$ cat config.mk
export PLATFORM = sky130hd
export DESIGN_NAME = qtbe_ctrl
export DESIGN_NICKNAME = d
export VERILOG_FILES = /design/src/hw/rtl/qtbe_pkg.sv /design/src/hw/rtl/qtbe_ctrl.sv
export SDC_FILE = /design/constraint.sdc
export NUM_CORES = 1
export LEC_CHECK = 0
export BUFFER_PORTS_ARGS = -buffer_cell sky130_fd_sc_hd__buf_2
export CORE_AREA = 2 2 446 448
export DETAILED_ROUTE_END_ITERATION = 7
export DIE_AREA = 0 0 448 450
export HOLD_SLACK_MARGIN = 0.15
export MAX_ROUTING_LAYER = met4
export PLACE_DENSITY = 0.4
export SLEW_MARGIN = 0
export SYNTH_ARGS = -nofsm -noshare
export SYNTH_HDL_FRONTEND = slang
export SYNTH_SLANG_ARGS = --single-unit
export TNS_END_PERCENT = 20
$ cat constraint.sdc
create_clock -name clk -period 7.9 [get_ports clk]
set_clock_uncertainty 0.05 [all_clocks]
set_input_delay 1.975 -clock clk [delete_from_list [all_inputs] [get_ports clk]]
set_output_delay 1.975 -clock clk [all_outputs]
set_load 0.005 [all_outputs]
$ cat src/hw/rtl/qtbe_pkg.sv
// shared types and constants of the quadtree bitmap encoder
package qtbe_pkg;

	localparam int MaxDim     = 256;
	localparam int CoordW     = $clog2(MaxDim);
	localparam int DimW       = CoordW + 1;
	localparam int StackDepth = 32;
	localparam int StackW     = $clog2(StackDepth);
	localparam int LevelW     = StackW + 1;
	localparam int PixAddrW   = 2 * CoordW;

	localparam logic CMD_LOAD  = 1'b0;
	localparam logic CMD_FETCH = 1'b1;

	localparam logic [1:0] SYM_ZERO  = 2'd0;
	localparam logic [1:0] SYM_ONE   = 2'd1;
	localparam logic [1:0] SYM_MIXED = 2'd2;

	localparam logic CFG_HEIGHT = 1'b0;
	localparam logic CFG_WIDTH  = 1'b1;

	typedef struct packed {
		logic [CoordW-1:0] row;
		logic [CoordW-1:0] col;
		logic [DimW-1:0]   h;
		logic [DimW-1:0]   w;
	} region_t;

	// scan request from the sequencer to the pixel scanner
	typedef struct packed {
		logic    start;
		region_t reg_q;
	} scan_req_t;

	typedef struct packed {
		logic       done;
		logic [1:0] sym;
	} scan_rsp_t;

endpackage

$ cat src/hw/rtl/qtbe_ctrl.sv
// region stack memory and fetch sequencer
module qtbe_ctrl (
	input  logic                        clk,
	input  logic                        arst_n,
	input  logic                        fetch,
	input  logic                        clear,
	input  logic [qtbe_pkg::DimW-1:0]   img_h,
	input  logic [qtbe_pkg::DimW-1:0]   img_w,
	output qtbe_pkg::scan_req_t         req,
	input  qtbe_pkg::scan_rsp_t         rsp,
	output logic                        busy,
	output logic                        res_valid,
	output logic [1:0]                  res_sym,
	output logic                        res_last,
	output logic                        res_exh
);
	import qtbe_pkg::*;

	localparam logic [2:0] ST_IDLE = 3'd0;
	localparam logic [2:0] ST_READ = 3'd1;
	localparam logic [2:0] ST_SCAN = 3'd2;
	localparam logic [2:0] ST_PUSH = 3'd3;

	// encoder phase codes
	localparam logic [1:0] PH_IDLE = 2'd0;
	localparam logic [1:0] PH_RUN  = 2'd1;
	localparam logic [1:0] PH_DONE = 2'd2;

	region_t stk [StackDepth];
	region_t rd_q;
	logic [2:0] st_q;
	logic [LevelW-1:0] lvl_q;
	logic [1:0] phase_q;
	logic [1:0] push_q;
	region_t g_q;
	logic [DimW-1:0] top, bot, lft, rgt;
	region_t child;
	logic push_ok;

	assign bot = g_q.h >> 1;
	assign top = g_q.h - bot;
	assign rgt = g_q.w >> 1;
	assign lft = g_q.w - rgt;

	// quadrants in push order: bottom-right first, top-left last
	always_comb begin
		child.row = g_q.row;
		child.col = g_q.col;
		child.h   = top;
		child.w   = lft;
		case (push_q)
			2'd0: begin
				child.row = CoordW'(g_q.row + top[CoordW-1:0]);
				child.col = CoordW'(g_q.col + lft[CoordW-1:0]);
				child.h = bot; child.w = rgt;
			end
			2'd1: begin
				child.row = CoordW'(g_q.row + top[CoordW-1:0]);
				child.h = bot;
			end
			2'd2: begin
				child.col = CoordW'(g_q.col + lft[CoordW-1:0]);
				child.w = rgt;
			end
			default: ;
		endcase
	end
	assign push_ok = child.h != '0 && child.w != '0 && lvl_q < LevelW'(StackDepth);

	always_ff @(posedge clk) begin
		if (st_q == ST_PUSH && push_ok) begin
			stk[lvl_q[StackW-1:0]] <= child;
		end
		rd_q <= stk[StackW'(lvl_q - 1'b1)];
	end

	assign busy = st_q != ST_IDLE;

	// one fetch: pop (or start), scan, push quadrants if mixed, emit
	always_ff @(posedge clk or negedge arst_n) begin
		if (!arst_n) begin
			st_q <= ST_IDLE; lvl_q <= '0; phase_q <= PH_IDLE; push_q <= '0;
			req <= '0; res_valid <= 1'b0; res_sym <= '0; res_last <= 1'b0;
			res_exh <= 1'b0; g_q <= '0;
		end else begin
			req.start <= 1'b0;
			res_valid <= 1'b0;
			case (st_q)
				ST_IDLE: begin
					if (clear) begin
						lvl_q <= '0; phase_q <= PH_IDLE;
					end else if (fetch) begin
						if (phase_q == PH_IDLE && img_h != '0 && img_w != '0) begin
							phase_q <= PH_RUN;
							g_q <= '{row: '0, col: '0, h: img_h, w: img_w};
							lvl_q <= '0;
							req.start <= 1'b1;
							req.reg_q <= '{row: '0, col: '0, h: img_h, w: img_w};
							st_q <= ST_SCAN;
						end else if (phase_q == PH_RUN && lvl_q != '0) begin
							lvl_q <= lvl_q - 1'b1;
							st_q <= ST_READ;
						end else begin
							phase_q <= PH_DONE;
							res_valid <= 1'b1; res_sym <= SYM_ZERO;
							res_last <= 1'b0; res_exh <= 1'b1;
						end
					end
				end
				ST_READ: begin
					g_q <= rd_q;
					req.start <= 1'b1;
					req.reg_q <= rd_q;
					st_q <= ST_SCAN;
				end
				ST_SCAN: begin
					if (rsp.done) begin
						res_sym <= rsp.sym;
						res_exh <= 1'b0;
						push_q <= '0;
						if (rsp.sym == SYM_MIXED) begin
							st_q <= ST_PUSH;
						end else begin
							res_valid <= 1'b1;
							res_last <= lvl_q == '0;
							if (lvl_q == '0) phase_q <= PH_DONE;
							st_q <= ST_IDLE;
						end
					end
				end
				ST_PUSH: begin
					if (push_ok) lvl_q <= lvl_q + 1'b1;
					push_q <= push_q + 1'b1;
					if (push_q == 2'd3) begin
						res_valid <= 1'b1;
						res_last <= (lvl_q + LevelW'(push_ok)) == '0;
						if ((lvl_q + LevelW'(push_ok)) == '0) phase_q <= PH_DONE;
						st_q <= ST_IDLE;
					end
				end
				default: st_q <= ST_IDLE;
			endcase
		end
	end

`ifndef SYNTHESIS
	a_lvl_bound: assert property (@(posedge clk) disable iff (!arst_n)
		lvl_q <= LevelW'(StackDepth)) else $error("stack overrun");
	a_res_idle: assert property (@(posedge clk) disable iff (!arst_n)
		res_valid |-> st_q == ST_IDLE) else $error("result while busy");
	a_scan_start: assert property (@(posedge clk) disable iff (!arst_n)
		req.start |-> st_q == ST_SCAN) else $error("scan start out of place");
`endif

endmodule
Word level (Yosys, flattened, before mapping):

Memories as Yosys holds them, arrays and structs flattened. A register that Yosys moved wholly into a read port is not among the register bits.
Index checks and enable logic that the tools add are counted.

* register bits after elaboration: 87
* bits in writable memories: 1088
* output and inout bits: 41
* logic and storage cells: 149
* memories: 1

Memory list
* stk: depth 32, bits a word 34, read ports 1, clocked after Yosys merged registers in 1, wr ports 1, line qtbe_ctrl.sv:29 `region_t stk [StackDepth];`

* $add $sub $neg: 8
* $lt $le $gt $ge: 1
* eq/ne operators: 23
* mux-type cells: 68
* reduce and logical (&&, ||, !) cells: 31

Operator list (count)
* 2-to-1 mux 35 bit: 3
* 2-to-1 mux 34 bit: 3
* one-hot mux 35 bit (2 select lines): 1
* one-hot mux 34 bit (2 select lines): 1
* nonzero test 9 bit: 4
* 2-to-1 mux 2 bit: 16
* 2-to-1 mux 6 bit: 5
* 2-to-1 mux 1 bit: 21
* 2-to-1 mux 3 bit: 6
* 2-to-1 mux 9 bit: 2
* != test 2 bit (second input constant): 9
* subtractor 9 x 8 -> 9 bit: 2
* adder 8 bit: 2
* 2-to-1 mux 8 bit: 2
* AND reduction 8 bit: 2
* logical NOT 6 bit: 2
* one-hot mux 3 bit (4 select lines): 1
* one-hot mux 6 bit (2 select lines): 1
* != test 4 bit (second input constant): 2
* one-hot mux 2 bit (2 select lines): 2
* AND reduction 4 bit: 2
* nonzero test 2 bit: 4
* adder 6 x 1 -> 6 bit: 1
* adder 6 x 1 -> 6 bit (second input constant): 1
* 21 further kinds: 36

Longest topological paths before layout:

Gate-level depths: netlist of run 1.

* word-level depth: 11
* mapped depth: 19
* gate-level depth less buffers: 19

Worst setup path before layout of run 1:

Ideal clock, no wire load.

* path type: reg-to-reg
* from: register g_q[4] in the netlist's numbering
* to: memory stk[25][0] in the netlist's numbering (enable)
* library setup time: 0.510 ns
* arrival time: 7.096 ns
* required time: 7.340 ns
* slack: 0.244 ns
* cell stages (with the launch flop): 12
* path buffers: 2
* clock period less this slack: 7.656 ns
* cell sequence: dfrtp_1 ha_1 a21o_1 or3_1 o22ai_1 xor2_1 o21ai_0 o41ai_2 or2_1 buf_4 buf_4 nor4_1

RTL lines
* start, declared: line qtbe_ctrl.sv:35 `region_t g_q;`
* start signal, assigned: line qtbe_ctrl.sv:95 `g_q <= '{row: '0, col: '0, h: img_h, w: img_w};`
* start signal, assigned: line qtbe_ctrl.sv:111 `g_q <= rd_q;`
* end, declared: line qtbe_ctrl.sv:29

==> key figures, run 1 <==
Status
  – Status: complete, no violations

Logic synthesis
  – Async SR Flop Fraction: ~6%
  – Post-synthesis cell type count: around 70
  – Ys Warns: 0
  – Post-Syn Instances: around 2,200
  – Seq/Total Area, Yosys: about 75%
  – Post-synth top area share: a little over two thirds
  – EDFF count, synth: around 1,100
  – Top_reg_cell synth: edfxtp_1
  – Synth area leaders: edfxtp_1 (69%), mux4_2 (16%), dfrtp_1 (3.7%), dfxtp_1 (1.4%), ha_1 (1.1%)
  – Syn nets: between 2,000 and 2,500
  – Area leader, netlist: edfxtp_1
  – Seq cells post-synth: about 1,200
  – Synth Cell Area: roughly 47,000 um^2
  – Avg Inst Size Synth: 21.3 um^2

Global routing
  – Initial antenna violation count: 5
  – Global-route wire length before repair: between 150,000 and 200,000 um
  – Number of global-route vias before repair: 24,400
  – GRT Residual Overflow: 0
  – GRT Overall Usage: between 10% and 20%
  – Largest net degree at the start of global routing: roughly 120

Route
  – DR iter-0 viols: between 2,000 and 2,500
  – Vias per cell: about 4.5
  – Via count: around 23,000
  – Met2 wire len: 69,800 um
  – Post-Route WL: roughly 140,000 um
  – First-pass DRT Iterations: 7
  – ANT nets after route: 0
  – DR top layer: met4
  – DRC: 0
  – Drt wl/cell: between 20 and 30 um
  – Met1 Wirelength: 59,300 um
  – DR WL met3: 5640 um

Placement
  – Port-buffer cells: 65
  – Setup WS pre-CTS: approximately 2.3 ns
  – GPL Wtd Cong: 0.796
  – DPL Wire Length: ~79,000 um

Clocking
  – CTS buffer count: between 100 and 150
  – Root buf cell: clkbuf_16
  – Clk slew on worst S/H paths: approximately 0.060 ns
  – Hold Buf Count CTS: 0
  – CTS Buffer Depth: 3
  – Worst-Skew Late Latency: around 0.76 ns
  – # resized after CTS: 0
  – H-tree lvl count: 4
  – TritonCTS clock tree: done
  – Post-CTS Setup Inserts: 0
  – CTS sink cnt: approximately 1,200

Timing
  – RSZ-0062 raised after global routing: no
  – Crit path time final: 5.60 ns
  – Max-slew violation count: 0
  – Tightest Pin Transition: 1.23 ns
  – Fmax: around 180 MHz
  – Setup_tns: 0 ns
  – Final setup vio count: 0
  – Final hold vios: 0
  – Slew headroom: 17.3%
  – Final period utilization: between 70% and 80%
  – Final setup margin: around 2.3 ns

Worst setup path
  – Crit-path cells: ha_1 -> inv_1 -> fa_1 -> a211oi_1 -> o21ai_0 -> o31a_1 -> xnor2_1 -> nor2_2 -> o41ai_2 -> or2_2 -> nor2_4 -> buf_4
  – CP max-delay cell: nor2_2
  – Critical Path AT: 5.92 ns
  – Startpoint types: flop
  – Crit Path Max Fanout: 34
  – Setup CP Type: flop to flop
  – Crit end category: flop
  – Critical path's largest stage delay: about 0.84 ns
  – Worst path required time: just over 8 ns

Cells and area
  – Commonest non-fill, non-tap cells in the layout: edfxtp_1 (1,088), mux4_2 (340), clkbuf_16 (140)
  – Fill cells: between 15,000 and 20,000
  – Most common cell after layout, fill and taps aside: edfxtp_1
  – Layout area overhead: 18.0%
  – Nets: 2,448
  – Layout cells sized above 1: between 30% and 40%

Die
  – Core ar.: between 150,000 and 200,000 um^2
  – Full die area: 202,000 um^2
  – Die X: 448 um
  – Initial Util: about a quarter
  – Die height: around 450 um
  – IO Pins: 66
  – Row count: 163

Flow run
  – MaxCap Viol Count: 0

Power and ir drop
  – Static Leak: ~17 nW
  – Pwr dens: just over 500 nW/um^2
  – Final Power: between 20 and 30 mW
  – Max VDD drop: 0.409 mV

Hold path
  – Hold crit path type: flop to flop
[worst paths after layout]
check | start | end | slack, ns | depth (start not counted)
setup / recovery | g_q[1]$_DFFE_PN0P_ | stk[31][9]$_DFFE_PP_ | 2.30 | 12
hold / removal | rd_q[30]$_DFF_P_ | g_q[30]$_DFFE_PN0P_ | 0.41 | 1
setup reg to reg | g_q[1]$_DFFE_PN0P_ | stk[31][9]$_DFFE_PP_ | 2.30 | 12
hold reg to reg | rd_q[30]$_DFF_P_ | g_q[30]$_DFFE_PN0P_ | 0.41 | 1
max in group asynchronous | arst_n | lvl_q[0]$_DFFE_PN0P_ | 5.33 | 2
min in group asynchronous | arst_n | req[34]$_DFF_PN0_ | 1.05 | 1
[power by group]
part	switching, mW	total (mW)	leakage, nW	internal, mW
Clock	2.52	6.17	2.11	3.65
Combinational	7.36	11.3	4.26	3.93
Sequential	0.365	11.1	10.9	10.8
Total	10.2	28.6	17.3	18.3
[routing by layer]
| metal | track usage [%] | up-vias |
|---|---|---|
| met5 | - | - |
| met4 | 4.41 | 0 |
| met3 | 2.32 | 209 |
| met2 | 23.4 | 590 |
| met1 | 17.8 | 12600 |
| li1 | - | 9540 |
[cells by family (layout without fill, tap and decap cells)]
family | Yosys count | in the layout | share of synthesized area [%]
mux | 388 | 388 | 17.4
simple gates | 210 | 210 | 2.06
xor+xnor | 28 | 28 | 0.521
fa+ha+maj | 46 | 46 | 1.29
compound gates | 177 | 177 | 2.68
other cells | 0 | 1 | 0
buf+inv | 167 | 438 | 1.51
flops | 1192 | 1192 | 74.6
[synth_stat cells, types with 3 or more instances]
cell and instances:
nor4_1 21, a21boi_0 3, mux2_2 37, dfrtp_1 70
o21ai_0 34, a31oi_1 4, o21bai_1 5, buf_1 28
o22ai_1 4, inv_1 39, buf_2 4, nand2_1 72
clkbuf_1 74, or2_1 3, o211ai_1 4, dfxtp_1 34
nor3_1 30, a22o_1 19, or3_1 5, buf_4 19
a21boi_1 6, a221oi_1 9, ha_1 42, a21o_1 10
xnor2_1 17, o21a_1 17, nand2b_1 8, a21oi_1 36
mux2i_1 10, edfxtp_1 1088, fa_1 4, or4_1 3
xor2_1 11, nor2_1 55, mux4_2 340
[through the flow]
step | util [%] | cell area, um^2 | std cells | hold slack [ns]
2_1_floorplan | - | 47100 | 2208 | 0.377
3_3_place_gp | 26.0 | 51200 | 4879 | 0.388
3_5_place_dp | 26.0 | 51200 | 4879 | 0.386
4_1_cts | 28.3 | 55500 | 5119 | 0.405
5_1_grt | 28.3 | 55600 | 5119 | 0.419
6_report | 28.3 | 55600 | 5120 | 0.406
[sequential cells by signal, indices dropped and copies added (netlist names)]
register	flops
push_q	2
lvl_q	6
g_q	26
res_exh	1
bot	8
phase_q	2
rd_q	34
res_last	1
res_sym	2
res_valid	1
st_q	2
stk	1088
req	19
[cell type report]
class,count,area (um^2),share of cell area [%]
repair buffers,157,1080,1.95
clock buffers,181,3740,6.73
flip-flops and latches,1192,35100,63.2
multi-input cells,849,11600,20.8
clock inverters,59,601,1.08
diodes,1,2.50,0.00450
well taps,2640,3300,5.94
inverters,41,154,0.277
[critical path: cells and delay by family (launching register included)]
kind	cells	cell delay [ns]
AND/OR/NAND/NOR	3	2.16
AO/OA/AOI/OAI	4	1.07
adder cells (fa/ha/maj)	2	0.64
buffers and inverters	2	0.57
flip-flops	1	0.48
XOR/XNOR	1	0.14
Power figures use the tool's default switching activity.
==> inputs of run 2 (changes only) <==
--- a/config.mk
+++ b/config.mk
@@ -5,10 +5,11 @@
 export SDC_FILE = /design/constraint.sdc
 export NUM_CORES = 1
 export LEC_CHECK = 0
+export ABC_AREA = 1
 export BUFFER_PORTS_ARGS = -buffer_cell sky130_fd_sc_hd__buf_2
-export CORE_AREA = 2 2 446 448
+export CORE_AREA = 2 2 454 456
 export DETAILED_ROUTE_END_ITERATION = 7
-export DIE_AREA = 0 0 448 450
+export DIE_AREA = 0 0 456 458
 export HOLD_SLACK_MARGIN = 0.15
 export MAX_ROUTING_LAYER = met4
 export PLACE_DENSITY = 0.4
==> constraint.sdc (replaced) <==
create_clock -name clk -period 4.75 [get_ports clk]
set_clock_uncertainty 0.05 [all_clocks]
set_input_delay 1.1875 -clock clk [delete_from_list [all_inputs] [get_ports clk]]
set_output_delay 1.1875 -clock clk [all_outputs]
set_load 0.005 [all_outputs]
==> run 2 against run 1 <==
  * Final area grew 2.5%
  * Worst hold slack worse by 0.0032 ns
  * Highest routed layer unchanged
  * Largest power group unchanged
  * Fmax rose by 39%
  * Combinational power rose by 86%
  * Critical path depth increased by 11
  * Area after synthesis rose by 3.3%
  * Die area increased by 3.6%
==> key figures, run 2 <==
Clocking
  – Worst-Skew Late Latency: 0.79 ns (was 0.76 ns)
  – H-tree lvl count: 4 (unchanged)
  – CTS buffer count: 133 (was 136)
  – TritonCTS clock tree: done (unchanged)
  – CTS Buffer Depth: 3 (unchanged)
  – Post-CTS Setup Inserts: 0 (unchanged)
  – Root buf cell: clkbuf_16 (unchanged)
  – Clk slew on worst S/H paths: 0.06 ns (about the same)
  – # resized after CTS: 0 (unchanged)
  – CTS sink cnt: 1,192 (unchanged)
  – Hold Buf Count CTS: 0 (unchanged)

Worst setup path
  – CP dominant cell by count: nand2_1
  – Worst r2r path cells: 23 (was 12)
  – Startpoint types: flop (unchanged)
  – Critical path's largest stage delay: 0.46 ns (was 0.84 ns)
  – Worst path required time: 5.35 ns (was 8.23 ns)
  – Crit-path cells: ha_1 -> inv_1 -> fa_1 -> nand2_1 -> nand2_2 -> nand3_2 -> nand3_1 -> nand3_1 -> nand2_1 -> nor2_1 -> nand4_1 -> nand3_2 -> inv_4 -> ha_1 -> ha_1 -> nor2_1 -> o221ai_1 -> a21oi_1 -> o211ai_1 -> nand2_1 -> o211ai_1 -> nand2_1 -> nand2_1 (was ha_1 -> inv_1 -> fa_1 -> a211oi_1 -> o21ai_0 -> o31a_1 -> xnor2_1 -> nor2_2 -> o41ai_2 -> or2_2 -> nor2_4 -> buf_4)
  – Crit end category: flop (unchanged)
  – CP max-delay cell: dfrtp_1 (was nor2_2)
  – Crit Path Max Fanout: 6 (was 34)
  – Critical Path AT: 4.62 ns (was 5.92 ns)
  – Setup CP Type: flop to flop (unchanged)

Logic synthesis
  – Syn nets: 4,010 (was 2,279)
  – Post-Syn Instances: 3,939 (was 2,208)
  – Synth Cell Area: 48,600 um^2 (was 47,100 um^2)
  – Top_reg_cell synth: edfxtp_1 (unchanged)
  – Post-synthesis cell type count: 45 (was 71)
  – EDFF count, synth: 1,088 (unchanged)
  – Synth area leaders: edfxtp_1 (67%), o21ai_0 (6.8%), nor2_1 (6.3%), dfrtp_1 (3.6%), o22ai_1 (2.7%) (was edfxtp_1 (69%), mux4_2 (16%), dfrtp_1 (3.7%), dfxtp_1 (1.4%), ha_1 (1.1%))
  – Area leader, netlist: edfxtp_1 (unchanged)
  – Async SR Flop Fraction: 5.87% (unchanged)
  – Seq/Total Area, Yosys: 72.2% (was 74.6%)
  – Post-synth top area share: 67.2% (was 69.4%)
  – Avg Inst Size Synth: 12.3 um^2 (was 21.3 um^2)
  – Most frequent cell after synthesis: edfxtp_1 (unchanged)
  – Ys Warns: 0 (unchanged)
  – Seq cells post-synth: 1,192 (unchanged)
  – Top cells by count, synth: edfxtp_1 (1,088), nor2_1 (813), o21ai_0 (658) (was edfxtp_1 (1,088), mux4_2 (340), clkbuf_1 (74))

Hold path
  – Hold path depth: 2 (was 1)
  – Hold crit path type: flop to flop (unchanged)

Die
  – Die X: 456 um (was 448 um)
  – Full die area: 209,000 um^2 (was 202,000 um^2)
  – Row count: 166 (was 163)
  – Die height: 458 um (was 450 um)
  – Initial Util: 23.9% (about the same)
  – Core ar.: 204,000 um^2 (was 197,000 um^2)
  – IO Pins: 66 (unchanged)

Cells and area
  – Fill cells: 20,900 (was 19,400)
  – Layout area overhead: 17.1% (was 18.0%)
  – Commonest non-fill, non-tap cells in the layout: edfxtp_1 (1,088), nor2_1 (802), o21ai_0 (647) (was edfxtp_1 (1,088), mux4_2 (340), clkbuf_16 (140))
  – Most common cell after layout, fill and taps aside: edfxtp_1 (unchanged)
  – Fin util: 27.9% (was 28.3%)
  – Final design area excluding fillers: 56,900 um^2 (was 55,600 um^2)
  – Layout cells sized above 1: 11.1% (was 31.8%)
  – Nets: 4,073 (was 2,448)
  – Reg area: 35,100 um^2 (unchanged)
  – Number of flip-flops in the largest register: 1,088 (unchanged)
  – Area of the multi-input gates: 12,000 um^2 (was 11,600 um^2)
  – Post-Layout Cell Count: 6,797 (was 5,120)

Timing
  – Fmax: 249 MHz (was 179 MHz)
  – Tightest Pin Transition: 1.30 ns (was 1.23 ns)
  – Max-slew violation count: 0 (unchanged)
  – Final hold vios: 0 (unchanged)
  – Final setup vio count: 0 (unchanged)
  – RSZ-0062 raised after global routing: no (unchanged)
  – Final period utilization: 84.7% (was 70.8%)
  – Crit path time final: 4.02 ns (was 5.60 ns)
  – Slew headroom: 13.1% (was 17.3%)

Route
  – DRC: 0 (unchanged)
  – Drt wl/cell: 24.8 um (was 27.1 um)
  – First-pass DRT Iterations: 7 (unchanged)
  – Vias per cell: 4.73 (was 4.48)
  – Via count: 32,100 (was 23,000)
  – Post-Route WL: 169,000 um (was 139,000 um)
  – DR iter-0 viols: 2,887 (was 2,135)
  – ANT nets after route: 0 (unchanged)

Status
  – Status: complete, no violations (unchanged)

Global routing
  – GRT Residual Overflow: 0 (unchanged)
  – Initial antenna violation count: 1 (was 5)
  – Global-route wire length before repair: 241,000 um (was 194,000 um)
  – GRT Overall Usage: 16.3% (was 14.2%)
  – Largest net degree at the start of global routing: 179 (was 123)
  – Number of global-route vias before repair: 31,100 (was 24,400)

Power and ir drop
  – Static Leak: 19.0 nW (was 17.3 nW)
  – Pwr dens: 859 nW/um^2 (was 515 nW/um^2)
  – Max VDD drop: 1.20 mV (was 0.409 mV)

Placement
  – Placed inst area: 52,700 um^2 (was 51,200 um^2)
  – Placed cells: 6,554 (was 4,879)
  – GPL Wtd Cong: 0.808 (was 0.796)
  – DPL Wire Length: 93,200 um (was 79,300 um)
  – Port-buffer cells: 65 (unchanged)

Flow run
  – MaxCap Viol Count: 0 (unchanged)
-- run 2: worst paths after layout --
path | to | from | slack (ns)
setup / recovery | phase_q[0]$_DFFE_PN0P_ | g_q[1]$_DFFE_PN0P_ | 0.73
hold / removal | g_q[20]$_DFFE_PN0P_ | rd_q[20]$_DFF_P_ | 0.40
setup reg to reg | phase_q[0]$_DFFE_PN0P_ | g_q[1]$_DFFE_PN0P_ | 0.73
hold reg to reg | g_q[20]$_DFFE_PN0P_ | rd_q[20]$_DFF_P_ | 0.40
max in group asynchronous | g_q[26]$_DFFE_PN0P_ | arst_n | 3.24
min in group asynchronous | req[6]$_DFFE_PN0P_ | arst_n | 0.44
-- run 2: cells by family (layout without fill, tap and decap cells) --
group,count (synthesis),count (layout),synth area share (%)
compound gates,1090,1090,12.8
buf+inv,394,563,3.55
flops,1192,1192,72.2
xor+xnor,10,10,0.180
other cells,0,1,0
fa+ha+maj,46,46,1.25
simple gates,1207,1207,10.0
-- run 2: worst max-delay path: cells and delay by family (launching register included) --
kind	cells	cell delay [ns]
AO/OA/AOI/OAI	4	0.59
flip-flops	1	0.46
AND/OR/NAND/NOR	13	1.56
buffers and inverters	2	0.13
adder cells (fa/ha/maj)	4	1.06
-- run 2: metal layers --
| metal | share of wire (%) | GRT usage (%) |
|---|---|---|
| met5 | 0 | - |
| met1 | 46 | 21.9 |
| met2 | 48 | 26.1 |
| met3 | 4.3 | 2.02 |
| met4 | 2.1 | 3.98 |
-- run 2: layout make-up --
cell class	instances	share of cell area, %
Antenna cell	1	0.00439
Clock buffer	190	6.52
Clock inverter	51	0.877
Inverter	125	0.868
Multi-Input combinational cell	2353	21.2
Sequential cell	1192	61.7
Tap cell	2688	5.91
Timing Repair Buffer	197	3.01
-- run 2: power by group --
part           switching (mW)  internal (mW)
Clock                    4.31           5.85
Sequential              0.570           17.2
Combinational            15.9           5.05
Total                    20.8           28.1
-- run 2: metrics by stage --
stage          total power, mW  hold slack [ns]  TNS (ns)  setup WS [ns]
2_1_floorplan             29.4            0.364    -42.87         -0.631
3_3_place_gp              39.2            0.385         0          0.644
3_5_place_dp              39.1            0.393         0          0.739
4_1_cts                   49.4            0.392         0          0.694
5_1_grt                   51.8            0.408         0          0.314
6_report                  48.9            0.403         0          0.728
